==> config.mk <==
export PLATFORM = sky130hd
export DESIGN_NAME = plle_ctrl
export DESIGN_NICKNAME = d
export VERILOG_FILES = /design/src/rtl/plle_pkg.sv /design/src/rtl/plle_ctrl.sv
export SDC_FILE = /design/constraint.sdc
export NUM_CORES = 1
export LEC_CHECK = 0
export BUFFER_PORTS_ARGS = -buffer_cell sky130_fd_sc_hd__clkbuf_2
export CORE_AREA = 2 2 39 41
export DETAILED_ROUTE_END_ITERATION = 8
export DIE_AREA = 0 0 41 43
export REMOVE_ABC_BUFFERS = 1
export SETUP_SLACK_MARGIN = 0.05
export SLEW_MARGIN = 15
export SYNTH_ARGS = -nofsm -noshare
export SYNTH_HDL_FRONTEND = slang
export SYNTH_SLANG_ARGS = --single-unit
==> constraint.sdc <==
create_clock -name i_clk -period 2.8 [get_ports i_clk]
set_input_delay 0.56 -clock i_clk [delete_from_list [all_inputs] [get_ports i_clk]]
set_output_delay 0.56 -clock i_clk [all_outputs]
set_load 0.01 [all_outputs]
==> src/rtl/plle_pkg.sv <==
// Shared types, constants and command/status structs of the poll loop load estimator.
package plle_pkg;

    localparam int WINDOW_SLOTS = 8;
    localparam logic [63:0] WINDOW_CYCLES_RST = 64'd2000000000;

    typedef enum logic [1:0] {
        REQ_ADD   = 2'd0,
        REQ_POLL  = 2'd1,
        REQ_CLOSE = 2'd2,
        REQ_NONE  = 2'd3
    } t_req;

    typedef struct packed {
        logic [1:0]  req_type;
        logic [15:0] n_pkts;
        logic [63:0] timestamp;
    } t_in;

    typedef struct packed {
        logic [2:0]  window_slot;
        logic [31:0] busy_count;
        logic [63:0] capacity_count;
    } t_out;

    typedef enum logic [1:0] {
        DIV_TICKS = 2'd0,
        DIV_PKTS  = 2'd1,
        DIV_IDLE  = 2'd2
    } t_div_sel;

    typedef enum logic [2:0] {
        ST_IDLE,
        ST_DIV_T,
        ST_DIV_P,
        ST_DIV_I,
        ST_MUL_LO,
        ST_MUL_HI,
        ST_ACCUM,
        ST_FINISH
    } t_state;

    typedef struct packed {
        logic     in_open;
        logic     clr_avg;
        logic     div_start;
        t_div_sel div_sel;
        logic     ld_avg_t;
        logic     ld_avg_p;
        logic     mul_lo;
        logic     mul_hi;
        logic     accum;
        logic     finish;
    } t_cmd;

    typedef struct packed {
        logic bp_zero;
        logic at_zero;
        logic div_done;
        logic out_free;
    } t_sts;

endpackage

==> src/rtl/plle_ctrl.sv <==
// Controller: sequences the window-close computation and opens the input channel.
module plle_ctrl (
    input  logic           i_clk,
    input  logic           i_rst_n,
    input  logic           i_in_valid,
    input  logic [1:0]     i_req_type,
    input  plle_pkg::t_sts i_sts,
    output plle_pkg::t_cmd o_cmd,
    output logic           o_in_stall
);

    plle_pkg::t_state r_state;
    plle_pkg::t_state n_state;
    logic             w_close;

    assign w_close = i_in_valid && (i_req_type == plle_pkg::REQ_CLOSE);

    always_ff @(posedge i_clk) begin
        if (!i_rst_n) begin
            r_state <= plle_pkg::ST_IDLE;
        end else begin
            r_state <= n_state;
        end
    end

    always_comb begin
        n_state = r_state;
        case (r_state)
            plle_pkg::ST_IDLE: begin
                if (w_close) begin
                    n_state = i_sts.bp_zero ? plle_pkg::ST_FINISH : plle_pkg::ST_DIV_T;
                end
            end
            plle_pkg::ST_DIV_T: begin
                if (i_sts.div_done) begin
                    n_state = plle_pkg::ST_DIV_P;
                end
            end
            plle_pkg::ST_DIV_P: begin
                if (i_sts.div_done) begin
                    n_state = i_sts.at_zero ? plle_pkg::ST_FINISH : plle_pkg::ST_DIV_I;
                end
            end
            plle_pkg::ST_DIV_I: begin
                if (i_sts.div_done) begin
                    n_state = plle_pkg::ST_MUL_LO;
                end
            end
            plle_pkg::ST_MUL_LO: n_state = plle_pkg::ST_MUL_HI;
            plle_pkg::ST_MUL_HI: n_state = plle_pkg::ST_ACCUM;
            plle_pkg::ST_ACCUM:  n_state = plle_pkg::ST_FINISH;
            plle_pkg::ST_FINISH: begin
                if (i_sts.out_free) begin
                    n_state = plle_pkg::ST_IDLE;
                end
            end
            default: n_state = plle_pkg::ST_IDLE;
        endcase
    end

    always_comb begin
        o_cmd         = '0;
        o_cmd.div_sel = plle_pkg::DIV_TICKS;
        case (r_state)
            plle_pkg::ST_IDLE: begin
                o_cmd.in_open = 1'b1;
                if (w_close) begin
                    o_cmd.clr_avg   = 1'b1;
                    o_cmd.div_start = !i_sts.bp_zero;
                end
            end
            plle_pkg::ST_DIV_T: begin
                if (i_sts.div_done) begin
                    o_cmd.ld_avg_t  = 1'b1;
                    o_cmd.div_start = 1'b1;
                    o_cmd.div_sel   = plle_pkg::DIV_PKTS;
                end
            end
            plle_pkg::ST_DIV_P: begin
                o_cmd.div_sel = plle_pkg::DIV_IDLE;
                if (i_sts.div_done) begin
                    o_cmd.ld_avg_p  = 1'b1;
                    o_cmd.div_start = !i_sts.at_zero;
                end
            end
            plle_pkg::ST_DIV_I:  o_cmd.div_sel = plle_pkg::DIV_IDLE;
            plle_pkg::ST_MUL_LO: o_cmd.mul_lo = 1'b1;
            plle_pkg::ST_MUL_HI: o_cmd.mul_hi = 1'b1;
            plle_pkg::ST_ACCUM:  o_cmd.accum = 1'b1;
            plle_pkg::ST_FINISH: o_cmd.finish = i_sts.out_free;
            default: o_cmd = '0;
        endcase
    end

    assign o_in_stall = (r_state != plle_pkg::ST_IDLE);

endmodule

Yosys cells after proc, flatten, opt, wreduce, memory -nomap -nowiden

Cells that the tools add are included.

Eq/ne operators: 13
Multiplexer cells: 21
Reduce and logical (&&, ||, !) cells: 7

Operators by type and width:

| cell               | count |
|---|---|
| $pmux 3 s8         | 1 |
| $mux 3             | 7 |
| $eq 3x3->1 const B | 4 |
| $ne 2x2->1 const B | 5 |
| $mux 1             | 8 |
| $eq 3x2->1 const B | 2 |
| $reduce_and 5->1   | 1 |
| $mux 2             | 2 |
| $mux 4             | 1 |
| $pmux 2 s2         | 1 |
| $eq 3x1->1 const B | 1 |
| $logic_not 3->1    | 1 |
| $pmux 1 s3         | 1 |
| $reduce_bool 3->1  | 1 |
| $eq 2x2->1 const B | 1 |
| $logic_not 1->1    | 2 |
| $reduce_or 2->1    | 1 |
| $logic_and 1x1->1  | 1 |

Register bits: 3
Input bits: 9
Output and inout port bits: 12
Logic and storage cells: 42

Depth between registers and ports, before layout

Gate-level depths: netlist of run 1.

Depth after elaboration: 4
Gate-level depth with buffers: 5
Gate-level depth less buffers: 4

Least setup slack after synthesis of run 1

OpenSTA, ideal clock, no wires.

Path kind: reg-to-output
From: register r_state[2]
To: output o_cmd[8] (netlist name)
Data arrival time: 1.297 ns
Data required time: 2.240 ns
Slack: 0.943 ns
Cell stages (with the launch flop): 6
Buffers on the path: 1
Path through: dfxtp_1 > buf_6 > or3_4 > inv_1 > and2_1 > o2bb2ai_1

RTL lines:

| what                     | RTL line        | text |
|---|---|---|
| start: declaration       | plle_ctrl.sv:12 | `plle_pkg::t_state r_state;` |
| start signal: assignment | plle_ctrl.sv:20 | `r_state <= plle_pkg::ST_IDLE;` |
| start signal: assignment | plle_ctrl.sv:22 | `r_state <= n_state;` |
| end: declaration         | plle_ctrl.sv:8  | `output plle_pkg::t_cmd o_cmd,` |

==> results.cfg, run 1 <==
[finish]
ff_latch_area_um2 = 60.06
largest_reg_flops = 3
num_antenna_cells = 0
nets = 75
areaGrowthSynthToFinish_pct = 37.11
multi_input_area_um2 = 221.5
final_layout_size_suffix_gt1_share_pct = 41.54
top_regs = r_state (3)
largest_register = r_state
final_cell_area_um2 = 439.2
nFillCells = 167

[sta]
fin_crit_ps = 2137
slew_headroom_pct = 73.72
holdWs_ps = 607.8
setup_tns_ps = 0
hold_viol = 0
final_max_slew_viol_count = 0
grt_setup_unrepaired = false
fin_skew_ps = 1.911
clock.fmax_mhz = 468.0
tightestPinTransition_ps = 393.7
post-route-period-util_pct = 76.32
setup-violations-final = 0

[power]
comb_power_share_pct = 56.6
sw_frac_of_total_pct = 44.45
switching_power_mw = 0.1868
vdd_ir_drop_max_uv = 384.8
internal_power_mw = 0.2335
powerDensity_nw_per_um2 = 957.2
clock_power_share_pct = 18.9
p_seq_share_pct = 24.5
p_leak_nw = 0.2273

[clock_tree]
cts_buffers = 3
cts-resized-gates = 0
cts.sinks = 3
cts_hold_buf = 0
cts_buffer_depth = 2
root_buffer = clkbuf_4
cts_setup_buffers = 0
clkTransAtPathRegs_ps = 40
clock_latency_ps = 240
htree_num_levels = 1
cts_tree = done

[grt]
grt_max_degree = 14
grt_util_all_layers_pct = 9.710
antenna_found_initial = 0
overflow = 0
grt_first_pass_wirelength_um = 1166
grt_pass1_vias = 290

[route]
drt_iter0_drc = 1
drcViolationCount = 0
vias = 354
ant_nets = 0
wl_per_cell_um = 9.407
vias_per_cell = 4.370
drtPass1Iterations = 2
routed_wl_um = 762

[critical_path]
startpoint_type = register
rr_worst_depth = 4
r2r-end = r_state[0]
r2r_start = r_state[0]
startpoint = r_state[1]
rrSetupSlack_ps = 1400
required_ps = 2240
critical_path_arrival_ps = 1580
path_max_fanout = 12
endpoint_kind = output pin
crit_type = reg -> out
endpoint = o_cmd[8]

[yosys]
syn_avg_cell_area_um2 = 7.118
netlist_area_um2 = 320.3
seq_area_frac_synth_pct = 18.75
synth.distinct_cells = 24
synth_fa_ha_area_share_pct = 0
synth_compound_area_share_pct = 15.23
synth_cells = 45
synth_xor_area_share_pct = 0
synth_mux_area_share_pct = 6.250
ys_warn_count = 0
ys_ff_latch = 3
synth_simple_gate_area_share_pct = 47.66
synth_top_family_by_area = simple AND/OR/NAND/NOR gates

[die]
io_pins = 21
initial_core_util_pct = 23.15
die_area_um2 = 1763
core-area_um2 = 1384
die_width_um = 41
rows = 14
die_y_um = 43

[flow_run]
cap_violations = 0

[placed_design]
dpl_cell_area_um2 = 412.9
port_buffers = 20
dp_hpwl_um = 602.1
gp_congestion = 0.6743

[min_path]
hold_path.class = in -> reg

[outcome]
outcome = finished clean
[worst min-delay path by stage]
stage               startpoint  cells past startpoint         end  slack, ps
finish                 i_rst_n                      3  r_state[2]        610
global route           i_rst_n                      3  r_state[2]        620
CTS                    i_rst_n                      3  r_state[2]        600
detailed placement  r_state[1]                      2  r_state[1]        620
global placement    r_state[1]                      2  r_state[1]        600
floorplan           r_state[0]                      2  r_state[0]        540
[per-layer routing]
layer	vias to the layer above	GRT usage, %	routed length [um]
li1	188	-	-
met1	149	12.42	329
met2	15	13.44	362
met3	2	0	55
met4	0	10.00	14
met5	-	0	0
[cell usage in the layout (no fill, tap or decap), drive strengths merged]
| master | n |
|---|---|
| o22ai | 1 |
| dfxtp | 3 |
| nand2b | 1 |
| and2b | 1 |
| nand2 | 6 |
| o21ai | 4 |
| inv | 3 |
| nor3b | 2 |
| nand3 | 2 |
| or2 | 1 |
| o2bb2ai | 1 |
| or3b | 1 |
| mux2i | 2 |
| and3b | 2 |
| or3 | 1 |
| clkbuf | 24 |
| and2 | 2 |
| nand4 | 1 |
| nor2 | 7 |
[cell usage after synthesis]
master / n / area share, %
o21ai_1: 1 / 1.6
dfxtp_1: 3 / 19
buf_4: 1 / 2.3
buf_6: 1 / 3.5
nor3b_1: 2 / 4.7
inv_1: 3 / 3.5
and2b_1: 1 / 2.3
and2_1: 2 / 3.9
or3_4: 1 / 3.5
or3b_1: 1 / 2.7
o22ai_4: 1 / 6.3
nand4_1: 1 / 2.0
o2bb2ai_1: 1 / 2.7
nor2_2: 1 / 2.0
mux2i_1: 2 / 6.3
or2_2: 1 / 2.0
o21ai_0: 3 / 4.7
buf_2: 1 / 1.6
nand2_1: 6 / 7.0
and3b_1: 2 / 5.5
clkbuf_1: 1 / 1.2
nand2b_1: 1 / 2.0
nand3_1: 2 / 3.1
nor2_1: 6 / 7.0
[power by group through the flow]
stage	Combinational, mW	Clock (mW)	Sequential [mW]
2_1_floorplan	0.174	0	0.0907
3_3_place_gp	0.239	0	0.103
3_5_place_dp	0.241	0	0.104
4_1_cts	0.242	0.0835	0.103
5_1_grt	0.261	0.0842	0.111
6_report	0.238	0.0796	0.103
[final cells by class]
class,count,share of cell area (%)
Tap cell,16,4.558
Timing Repair Buffer,20,22.79
Sequential cell,3,13.68
Inverter,3,2.564
Multi-Input combinational cell,35,50.43
Clock buffer,4,5.983
[logic make-up (layout without fill, tap and decap cells)]
| logic type | Yosys count | count (layout) |
|---|---|---|
| compound gates | 6 | 6 |
| buf+inv | 7 | 27 |
| flops | 3 | 3 |
| mux | 2 | 2 |
| simple gates | 27 | 27 |
[metrics by stage]
step	worst slack (ps)	util, %	std cells	total power, mW
floorplan	926.5	-	41	0.2652
global placement	929.6	29.84	77	0.3415
detailed placement	913.4	29.84	77	0.3447
CTS	645.5	31.74	81	0.4286
global route	556.1	31.74	81	0.4556
finish	663.1	31.74	81	0.4204
[worst max-delay path, cell delays in order, from the launching register on]
cell	delay (ps)
dfxtp_1	410
or3_4	460
inv_1	70
and2_1	140
o2bb2ai_1	110
clkbuf_2	140
Power figures use the tool's default switching activity.
==> run 2, diff against run 1 <==
--- a/config.mk
+++ b/config.mk
@@ -5,6 +5,7 @@
 export SDC_FILE = /design/constraint.sdc
 export NUM_CORES = 1
 export LEC_CHECK = 0
+export ABC_AREA = 1
 export BUFFER_PORTS_ARGS = -buffer_cell sky130_fd_sc_hd__clkbuf_2
 export CORE_AREA = 2 2 39 41
 export DETAILED_ROUTE_END_ITERATION = 8
==> constraint.sdc (replaced) <==
create_clock -name i_clk -period 1.7 [get_ports i_clk]
set_input_delay 0.34 -clock i_clk [delete_from_list [all_inputs] [get_ports i_clk]]
set_output_delay 0.34 -clock i_clk [all_outputs]
set_load 0.01 [all_outputs]
==> results.cfg, run 2 <==
[outcome]
outcome = finished clean

[grt]
grt_first_pass_wirelength_um = 1400
grt_max_degree = 9
overflow = 0
grt_util_all_layers_pct = 11.62
antenna_found_initial = 0
grt_pass1_vias = 343

[finish]
num_antenna_cells = 0
multi_input_area_um2 = 222.7
final_common_cell = clkbuf_2
top_regs = r_state (3)
final_layout_size_suffix_gt1_share_pct = 55.41
ff_latch_area_um2 = 66.31
final_cell_area_um2 = 489.2
final_cell_mix = clkbuf_2 (19), nor2_1 (12), nand2_1 (6)
nFillCells = 170
areaGrowthSynthToFinish_pct = 56.40
largest_reg_flops = 3
nets = 84
largest_register = r_state

[die]
io_pins = 21
rows = 14
die_width_um = 41
core-area_um2 = 1384
initial_core_util_pct = 22.60
die_y_um = 43
die_area_um2 = 1763

[sta]
holdWs_ps = 349.3
fin_crit_ps = 1556
post-route-period-util_pct = 91.56
slew_headroom_pct = 84.44
grt_setup_unrepaired = false
clock.fmax_mhz = 642.5
hold_viol = 0
setup-violations-final = 0
final_max_slew_viol_count = 0
tightestPinTransition_ps = 231.3
setup_tns_ps = 0
fin_skew_ps = 0.6552

[critical_path]
r2r_start = r_state[0]
r2r-end = r_state[2]
endpoint_kind = output pin
cpMaxStageDelayCell = dfxtp_2
crit_type = reg -> out
required_ps = 1360
startpoint_type = register
rr_worst_depth = 6
cp_cell_sequence = inv_4 -> nand2_4 -> nor2_4 -> inv_1 -> o31ai_2 -> buf_2
critical_path_arrival_ps = 1220
path_max_fanout = 6
cpPeakStageDelay_ps = 350
rrSetupSlack_ps = 630

[route]
drcViolationCount = 0
drtPass1Iterations = 4
ant_nets = 0
routed_wl_um = 874
vias_per_cell = 4.444
vias = 400
wl_per_cell_um = 9.711
drt_iter0_drc = 4

[clock_tree]
clkTransAtPathRegs_ps = 30
cts_buffers = 3
clock_latency_ps = 230
htree_num_levels = 1
cts_buffer_depth = 2
cts.sinks = 3
root_buffer = clkbuf_4
cts_tree = done

[power]
powerDensity_nw_per_um2 = 1996
vdd_ir_drop_max_uv = 838.7
p_leak_nw = 0.2682

[yosys]
ys_ff_latch = 3
synthFlopType = dfxtp_1
synth_top_area_share_pct = 19.20
ys_async_sr_fraction_pct = 0
yosysTopAreaCell = dfxtp_1
ys_warn_count = 0
ys_top_cells_by_count = nor2_1 (12), nand2_1 (6), inv_1 (5), inv_2 (4), nand3_1 (4)
seq_area_frac_synth_pct = 19.20
synth.most_common_cell = nor2_1
synth_cells = 49
netlist_area_um2 = 312.8
synth.distinct_cells = 19
synth_edf_count = 0
syn_avg_cell_area_um2 = 6.384
synthTopCellsByArea = dfxtp_1 (19%), nor2_1 (14%), nand2_1 (7.2%)

[min_path]
hold_path.class = in -> reg
hold_depth = 3
holdPathEnd = r_state[1]
hp-start = i_rst_n

[placed_design]
port_buffers = 20
dpl_cell_area_um2 = 425.4
dp_hpwl_um = 716.6
gp_congestion = 0.7352

[flow_run]
cap_violations = 0
run 2: cell count changes after synthesis, sizes merged, moves of 3 or more:
cell   change
inv        +6
nand3      +5
nor2       +6
o21ai      -3
run 2: final cells by class:
class | count | share of cell area [%]
multi-input combinational | 36 | 45.52
timing repair buffer | 22 | 23.53
sequential | 3 | 13.55
inverter | 9 | 7.928
clock buffer | 4 | 5.371
tap | 16 | 4.092
run 2: how the worst max path moves through the flow:
stage | slack, ps | to | cells past startpoint | from
after CTS | 60 | o_cmd[8] | 6 | r_state[1]
after detailed placement | 260 | o_cmd[8] | 6 | r_state[0]
final | 140 | o_cmd[8] | 6 | r_state[0]
after global placement | 280 | o_cmd[8] | 6 | r_state[2]
after floorplan | 290 | o_cmd[8] | 5 | r_state[0]
after global routing | 60 | o_cmd[8] | 6 | r_state[1]
run 2: repair_timing:
action / CTS / global route
setup buffers: 2 / 0
resized for setup: 3 / 6
endpoints found under the setup margin: 1 / 1
hold buffers: 0 / 0
run 2: logic make-up (layout without fill, tap and decap cells):
group,count (synthesis),in the layout,synth area share (%)
AOI/OAI and AO/OA,4,4,10.80
buffers and inverters,10,35,13.20
and+or+nand+nor,32,32,56.80
DFF,3,3,19.20
run 2: worst max-delay path: cells and delay by family (launching register included):
kind	cells	cell delay [ps]
compound gates	1	160
flops	1	350
buf+inv	3	320
simple gates	2	160
run 2: power breakdown:
| group | switching [mW] | internal, mW | leakage (nW) |
|---|---|---|---|
| Sequential | 0.0744 | 0.119 | 0.0261 |
| Clock | 0.0334 | 0.0877 | 0.0150 |
| Combinational | 0.397 | 0.264 | 0.227 |
| Total | 0.505 | 0.471 | 0.268 |
run 2: metrics by stage:
| step | total power, mW | utilization (%) | setup WS (ps) | cells |
|---|---|---|---|---|
| after floorplan | 0.5983 | - | 289.5 | 48 |
| after global placement | 0.7712 | 30.74 | 284.9 | 84 |
| after detailed placement | 0.7741 | 30.74 | 257.0 | 84 |
| after CTS | 0.9450 | 34.00 | 62.04 | 90 |
| after global routing | 1.091 | 35.35 | 62.72 | 90 |
| final | 0.9764 | 35.35 | 143.5 | 90 |
run 2: routing by layer:
metal | vias up | wire length, um | track usage, %
met3 | 0 | 91 | 2.094
met1 | 170 | 357 | 14.06
li1 | 211 | - | -
met4 | 0 | 0 | 8.000
met2 | 19 | 425 | 17.50
met5 | - | 0 | 0
==> run 3, diff against run 2 <==
--- a/config.mk
+++ b/config.mk
@@ -7,9 +7,11 @@
 export LEC_CHECK = 0
 export ABC_AREA = 1
 export BUFFER_PORTS_ARGS = -buffer_cell sky130_fd_sc_hd__clkbuf_2
-export CORE_AREA = 2 2 39 41
+export CELL_PAD_IN_SITES_DETAIL_PLACEMENT = 1
+export CELL_PAD_IN_SITES_GLOBAL_PLACEMENT = 1
+export CORE_UTILIZATION = 21
 export DETAILED_ROUTE_END_ITERATION = 8
-export DIE_AREA = 0 0 41 43
+export PLACE_DENSITY_LB_ADDON = 0.1
 export REMOVE_ABC_BUFFERS = 1
 export SETUP_SLACK_MARGIN = 0.05
 export SLEW_MARGIN = 15
==> results.cfg, run 3 (synthesis gave the netlist of run 2 again) <==
[placed_design]
dp_hpwl_um = 799.6
port_buffers = 20
place_inst = 84
dp_worst_setup_slack_ps = 255.5
gp_congestion = 0.7853

[power]
powerDensity_nw_per_um2 = 2018
vdd_ir_drop_max_uv = 699.3
p_leak_nw = 0.2776
comb_power_share_pct = 70.0
power_mw = 1.010
p_seq_share_pct = 17.8
clock_power_share_pct = 12.2
internal_power_mw = 0.4917
switching_power_mw = 0.5180
sw_frac_of_total_pct = 51.30

[clock_tree]
cts_buffers = 3
cts_buffer_depth = 2
cts.sinks = 3
clkTransAtPathRegs_ps = 40
htree_num_levels = 1
clock_latency_ps = 230
cts_tree = done
root_buffer = clkbuf_4

[sta]
holdWs_ps = 348.1
fin_crit_ps = 1555
slew_headroom_pct = 84.82
setup_tns_ps = 0
grt_setup_unrepaired = false
fin_skew_ps = 2.685
clock.fmax_mhz = 643.0
fin_ws_ps = 144.8
post-route-period-util_pct = 91.48
setup-violations-final = 0
tightestPinTransition_ps = 225.7
hold_viol = 0
final_max_slew_viol_count = 0

[grt]
top_usage_layer = met2
antenna_found_initial = 0
use_met3_pct = 3.333
overflow = 0
grt_max_degree = 9
grt_first_pass_wirelength_um = 1476
grt_util_all_layers_pct = 14.12
gr-usage-met1_pct = 16.18
grt_pass1_vias = 361
gr-usage-met2_pct = 22.62

[critical_path]
cp_cell_sequence = inv_4 -> nand2_4 -> nor2_4 -> inv_1 -> o31ai_2 -> buf_2
required_ps = 1360
worst-path-buf-inv = 3
critical_path_arrival_ps = 1220
endpoint_kind = output pin
startpoint = r_state[0]
r2r_start = r_state[0]
cpMaxStageDelayCell = dfxtp_2
cpLargestDelayFamily = flip-flops
crit_type = reg -> out
cpPeakStageDelay_ps = 350
path_max_fanout = 6
startpoint_type = register

[die]
io_pins = 21
die_width_um = 40.60
core-area_um2 = 1350
die_y_um = 40.60
die_area_um2 = 1648
initial_core_util_pct = 23.17
rows = 13

[route]
vias_per_cell = 4.560
drcViolationCount = 0
drtPass1Iterations = 2
drt_iter0_drc = 3
ant_nets = 0
wl_per_cell_um = 10.25
routed_wl_um = 933
vias = 415

[finish]
largest_register = r_state
final_common_cell = clkbuf_2
nets = 86
num_antenna_cells = 0
final_cell_mix = clkbuf_2 (19), nor2_1 (12), nand2_1 (6)
final_layout_size_suffix_gt1_share_pct = 56.58
areaGrowthSynthToFinish_pct = 60.00
layoutNonFillerInstCount = 91
top_regs = r_state (3)
largest_reg_flops = 3

[min_path]
hp-start = i_rst_n
hold_path.class = in -> reg

[flow_run]
cap_violations = 0

[outcome]
outcome = finished clean
run 3: cell type report:
type | count | area (um^2)
Multi-Input combinational cell | 36 | 222.7
Tap cell | 15 | 18.77
Sequential cell | 3 | 63.81
Clock buffer | 4 | 26.28
Inverter | 9 | 38.79
Fill cell | 202 | 849.6
Timing Repair Buffer | 24 | 130.1
run 3: routing by layer:
layer,wire length (um),share of wire (%),vias to the layer above
met4,0,0,0
met5,0,0,-
met2,475,51,12
met3,50,5.4,0
met1,407,44,188
li1,-,-,215
run 3: timing repair:
item | in CTS | in global routing
pin swaps | 0 | 0
gates cloned | 0 | 0
gates resized for setup | 2 | 6
hold buffers | 0 | 0
endpoints found under the setup margin | 1 | 1
setup buffers | 3 | 0
run 3: final timing paths:
check / to / cells after the start / slack [ps]
hold reg to reg: r_state[1] / 4 / 690
hold / removal: r_state[0] / 3 / 350
setup / recovery: o_cmd[8] / 6 / 140
setup reg to reg: r_state[1] / 7 / 670
run 3: tightest hold or removal path: stages:
cell	delay, ps
clkbuf_2	100
nand2_1	70
nor2_1	30
run 3: stage by stage:
step	instance area [um^2]	utilization, %
final	500.5	37.07
after global routing	500.5	37.07
after CTS	483.0	35.77
after detailed placement	431.7	31.97
after global placement	431.7	31.97
after floorplan	305.3	-
run 3: power groups by stage:
stage                     registers (mW)  clock network, mW  logic [mW]
final                              0.179              0.123       0.707
after global routing               0.188              0.134       0.799
after CTS                          0.164              0.131       0.692
after detailed placement           0.160                  0       0.644
after global placement             0.161                  0       0.651
after floorplan                    0.154                  0       0.445
